$ cat src/rtl/ordered_unique_set_table_assert.svh
// Assertion macros used by the RTL file that checks its own logic.
`ifndef ORDERED_UNIQUE_SET_TABLE_ASSERT_SVH
`define ORDERED_UNIQUE_SET_TABLE_ASSERT_SVH

// The consequent must hold in the same cycle as the antecedent.
`define OUST_ASSERT_IMP(lbl, ante, cons, msg) \
    lbl: assert property (@(posedge aclk) disable iff (!aresetn) (ante) |-> (cons)) \
        else $error(msg);

// The consequent must hold in the cycle after the antecedent.
`define OUST_ASSERT_NXT(lbl, ante, cons, msg) \
    lbl: assert property (@(posedge aclk) disable iff (!aresetn) (ante) |=> (cons)) \
        else $error(msg);

`endif

$ cat src/rtl/oust_pkg.sv
`default_nettype none
package oust_pkg;

    localparam logic [1:0] REQ_INSERT = 2'd0;
    localparam logic [1:0] REQ_FIND   = 2'd1;
    localparam logic [1:0] REQ_ERASE  = 2'd2;

    localparam int POS_W = 12;

    typedef struct packed {
        logic [1:0]         req_type;
        logic signed [31:0] element;
    } req_t;

    typedef struct packed {
        logic       found;
        logic [5:0] position;
        logic [6:0] entry_count;
        logic       is_empty;
        logic       overflow;
    } result_t;

    typedef struct packed {
        logic             active;
        logic             hit;
        logic [POS_W-1:0] pos;
    } token_t;

endpackage
`default_nettype wire

$ cat src/rtl/oust_cell.sv
`default_nettype none
module oust_cell #(
    parameter int IDX   = 0,
    parameter int CNT_W = 7
) (
    input  wire logic              aclk,
    input  wire logic              aresetn,
    input  wire oust_pkg::token_t  tok_i,
    output oust_pkg::token_t       tok_o,
    input  wire oust_pkg::req_t    req_i,
    input  wire logic [CNT_W-1:0]  count_i,
    input  wire logic [31:0]       next_entry_i,
    input  wire logic              next_shift_i,
    output logic [31:0]            entry_o,
    output logic                   shift_o
);

    oust_pkg::token_t tok_reg;
    logic [31:0]      entry_reg;
    logic             valid;
    logic             match;
    logic             ins_here;

    always_ff @(posedge aclk) begin
        if (!aresetn) begin
            tok_reg.active <= 1'b0;
        end else begin
            tok_reg.active <= tok_i.active;
        end
        tok_reg.hit <= tok_i.hit;
        tok_reg.pos <= tok_i.pos;
    end

    assign valid = CNT_W'(IDX) < count_i;
    assign match = tok_reg.active && valid && !tok_reg.hit
                   && (entry_reg == $unsigned(req_i.element));
    assign ins_here = tok_reg.active && !tok_reg.hit
                      && (req_i.req_type == oust_pkg::REQ_INSERT)
                      && (CNT_W'(IDX) == count_i);

    always_ff @(posedge aclk) begin
        if (next_shift_i) begin
            entry_reg <= next_entry_i;
        end else if (ins_here) begin
            entry_reg <= $unsigned(req_i.element);
        end
    end

    always_comb begin
        tok_o        = tok_reg;
        tok_o.hit    = tok_reg.hit || match;
        tok_o.pos    = match ? oust_pkg::POS_W'(IDX) : tok_reg.pos;
    end

    assign shift_o = tok_reg.active && tok_reg.hit
                     && (req_i.req_type == oust_pkg::REQ_ERASE);
    assign entry_o = entry_reg;

endmodule
`default_nettype wire

$ cat config.mk
export PLATFORM = sky130hd
export DESIGN_NAME = oust_cell
export DESIGN_NICKNAME = d
export VERILOG_FILES = /design/src/rtl/ordered_unique_set_table_assert.svh /design/src/rtl/oust_pkg.sv /design/src/rtl/oust_cell.sv
export SDC_FILE = /design/constraint.sdc
export NUM_CORES = 1
export LEC_CHECK = 0
export BUFFER_PORTS_ARGS = -buffer_cell sky130_fd_sc_hd__buf_2
export CORE_MARGIN = 3
export CORE_UTILIZATION = 40
export DETAILED_ROUTE_END_ITERATION = 10
export GPL_TIMING_DRIVEN = 1
export PLACE_DENSITY = 0.76
export SYNTH_ARGS = -nofsm -noshare
export SYNTH_HDL_FRONTEND = slang
export SYNTH_SLANG_ARGS = --single-unit
$ cat constraint.sdc
create_clock -name aclk -period 11.4 [get_ports aclk]
set_input_delay 0 -clock aclk [delete_from_list [all_inputs] [get_ports aclk]]
set_output_delay 0 -clock aclk [all_outputs]
set_load 0.01 [all_outputs]
Yosys cells after proc, flatten, opt, wreduce, memory -nomap -nowiden

Index checks and enable logic that the tools add are counted.
W data, S select, Z words.

Bits in registers: 46
Input bits: 90
Output and inout port bits: 47
Word-level logic and storage cells: 23

Magnitude comparators: 1
Equal/unequal tests: 2
Muxes and demuxes: 3
Reductions and logical operators: 13

Operators with widths:

| cell                 | count |
|---|---|
| $mux W32             | 2 |
| $eq A32 B32 Y1       | 1 |
| $mux W12             | 1 |
| $logic_and A1 B1 Y1  | 8 |
| $logic_not A7 Y1     | 1 |
| $lt A1 B7 Y1 const A | 1 |
| $eq A2 B2 Y1 const B | 1 |
| $logic_not A2 Y1     | 1 |
| $reduce_bool A2 Y1   | 1 |
| $logic_not A1 Y1     | 1 |
| $logic_or A1 B1 Y1   | 1 |

Depth between registers and ports, before layout

Depth in word-level cells: 6
Depth in mapped cells: 5
Depth with buffers taken out: 4

Worst setup path after synthesis

Ideal clock, no wire load.

Kind: reg-to-reg
Start: register tok_reg[12] (netlist name)
End: register entry_reg[0] (netlist: entry_o[0]) (enable)
Data arrival time: 3827 ps
Required time: 10889 ps
Slack: 7062 ps
Cell stages (with the launch flop): 3
Buffers on the path: 0
Path through: dfxtp_1 > nand2b_1 > o41ai_1

Cells in the longest elaborated chain, start to end: 5

Ends and longest elaborated chain:

| element                             | RTL line        | text |
|---|---|---|
| start, declared                     | oust_cell.sv:18 | `oust_pkg::token_t tok_reg;` |
| $logic_not A1 Y1                    | oust_cell.sv:37 | `assign ins_here = tok_reg.active && !tok_reg.hit` |
| $logic_and A1 B1 Y1                 | oust_cell.sv:37 |  |
| $logic_and A1 B1 Y1                 | oust_cell.sv:38 | `&& (req_i.req_type == oust_pkg::REQ_INSERT)` |
| $logic_and A1 B1 Y1                 | oust_cell.sv:39 | `&& (CNT_W'(IDX) == count_i);` |
| $reduce_bool A2 Y1 (no source line) | --              |  |
| end signal, assigned                | oust_cell.sv:43 | `entry_reg <= next_entry_i;` |
| end signal, assigned                | oust_cell.sv:45 | `entry_reg <= $unsigned(req_i.element);` |
| end, declared                       | oust_cell.sv:19 | `logic [31:0] entry_reg;` |

Every way passes these cells.
A chain may end at the register's enable or synchronous reset.

==> out/results.ini <==
[pwr]
power_density_nw_per_um2 = 114
peakVddDrop_uv = 58.0
p_total_mw = 0.369
p_leak_nw = 1.43

[floorplanning]
coreArea_um2 = 5200
die_y_um = 80.2
rows = 26
io_pins = 137
design.die.area_um2 = 6430
initial_utilization = 0.423
fp.dieW_um = 80.2

[finish]
instances_no_fill = 390
drive_gt1_frac = 0.566
area_growth_pct = 47.2
fin_nets = 409
diodes = 0
final_cell_mix = buf_2, mux2_2, edfxtp_1, xnor2_1, dlygate4sd3_1
largest_reg_flops = 32
final_common_cell = buf_2

[synthesis]
ys_top_cells_by_area = edfxtp_1, mux2_2, dfxtp_1
synth_seq_cells = 46
ys_seq_area_frac = 0.564
ys_types = 23
synth_nets = 252
syn-instance-count = 162
synth.cell_area_um2 = 2200
synth_top_cell_area_share = 0.437
yosys_warnings = 0
synth.largest_area_cell = edfxtp_1
avgSynthCellArea_um2 = 13.6

[hold_path]
min_path_type = input port to flop
holdPathStages = 2

[clock_tree]
cts_sinks = 46
cts_buffers = 5
clock_latency_ps = 290
cts-root-buf = clkbuf_8
clock_path_buffers = 2
clkTransAtPathRegs_ps = 80
cts_resized = 0
tritoncts = done
ctsHtreeMaxLevel = 2

[place]
routabilityCongestion = 0.713
hpwl_mm = 4.18
portBuffers = 136
placed_cells = 361

[global_routing]
use_met3 = 0.0303
grt.met2_usage = 0.335
grt_use_met1 = 0.199
antenna_found_initial = 0
grt_pass1_wl_mm = 8.94
grt_busiest_layer = met2
grt_usage = 0.179
grt_pass1_vias = 1920
gr-total-overflow = 0
grt_max_degree = 34

[worst_setup_path]
path_cells = xnor2_1, nand4_1, nor4b_2, a31oi_1, buf_2
worstPathArrival_ps = 2380
cp_top_family = simple AND/OR/NAND/NOR gates
critPathBufInv = 1
path_depth = 5
path_max_fanout = 13
worstSetupEndpoint = tok_o[4]
cp-end-kind = primary output
r2r_setup_slack_ps = 9810
crit_required_ps = 11400
reg2reg_depth = 3
startpoint = entry_o[11]
r2r_end = entry_o[12]
cpPeakStageDelay_ps = 920
crit_slowest_cell = nor4b_2
start_kind = flop
critPathKind = flop to primary output
r2r-start = tok_reg[12]

[routing]
via_count = 1839
dr.pass1.iters = 4
drt.antenna.violating_nets = 0
wl_per_cell_um = 14.6
wl_mm = 5.68
drt_iter0_markers = 52
drc = 0
routed_via_density = 4.72

[timing]
finalSetupViolations = 0
hold_ws_ps = 6.81
timing.fmax_mhz = 420
maxSlewHeadroom = 0.255
min_period_ps = 2380
fin_skew_ps = 5.82
fin_tns_setup_ps = 0
tightest_slew_ps = 1110
rsz0062_at_grt = no
maxSlewViolCount = 0
hold_violations = 0
period_share = 0.209

[run]
maxCapViolations = 0

[run_status]
status = finished clean

[power breakdown]
| group | switching [mW] | total (mW) | internal, mW |
|---|---|---|---|
| registers | 0.00575 | 0.197 | 0.191 |
| logic | 0.0301 | 0.0705 | 0.0403 |
| clock network | 0.0524 | 0.101 | 0.0490 |
[synth_stat cells]
cell type   n
mux2_2     32
clkbuf_1    1
xor2_1      1
nor3_1      2
buf_6       1
nor4_4      1
nand2_1     1
edfxtp_1   32
buf_4       2
dfxtp_1    14
o41ai_1     1
nor4_1      1
nand3_1     1
nand4_1     7
a31oi_1    12
a31o_2      1
nor4b_2     1
buf_2       4
xnor2_1    31
inv_1      13
and4b_1     1
and2_1      1
nand2b_1    1
[final cells by class]
class | count | area, um^2
Fill cell | 438 | 1960
Sequential cell | 46 | 1240
Timing Repair Buffer | 158 | 898
Multi-Input combinational cell | 95 | 873
Tap cell | 70 | 87.6
Clock buffer | 7 | 86.3
Inverter | 13 | 48.8
Clock inverter | 1 | 5.00
[per-stage QoR]
| stage | area (um^2) | util | setup WS (ps) |
|---|---|---|---|
| floorplan | 2200 | - | 7060 |
| global placement | 2930 | 0.564 | 9390 |
| detailed placement | 2930 | 0.564 | 9280 |
| CTS | 3240 | 0.622 | 8940 |
| global route | 3240 | 0.623 | 8830 |
| finish | 3240 | 0.623 | 9020 |
[worst min-delay path by stage]
stage                               start     endpoint  slack [ps]
after CTS                 next_entry_i[1]   entry_o[1]         0.8
after global routing      next_entry_i[0]   entry_o[0]           4
final                     next_entry_i[1]   entry_o[1]           7
after detailed placement        tok_i[10]  tok_reg[10]         100
after floorplan                  tok_i[0]   tok_reg[0]          30
after global placement           tok_i[5]   tok_reg[5]         100
[repair_timing]
item                                    in CTS  in global routing
hold buffers                                21                  0
hold endpoints to repair                    20                  0
buffers inserted                             0                  0
endpoints found under the setup margin       0                  0
[cells by family after synthesis]
family	share of synthesized area
AOI/OAI and AO/OA	0.0421
xor gates and xnor gates	0.127
buffers and inverters	0.0449
DFF	0.564
muxes	0.164
and+or+nand+nor	0.0580
[layer usage]
metal / part of all wire / vias up
li1: - / 901
met2: 0.54 / 73
met4: 0.024 / 0
met1: 0.38 / 853
met3: 0.056 / 12
met5: 0 / -
Power figures use the tool's default switching activity.
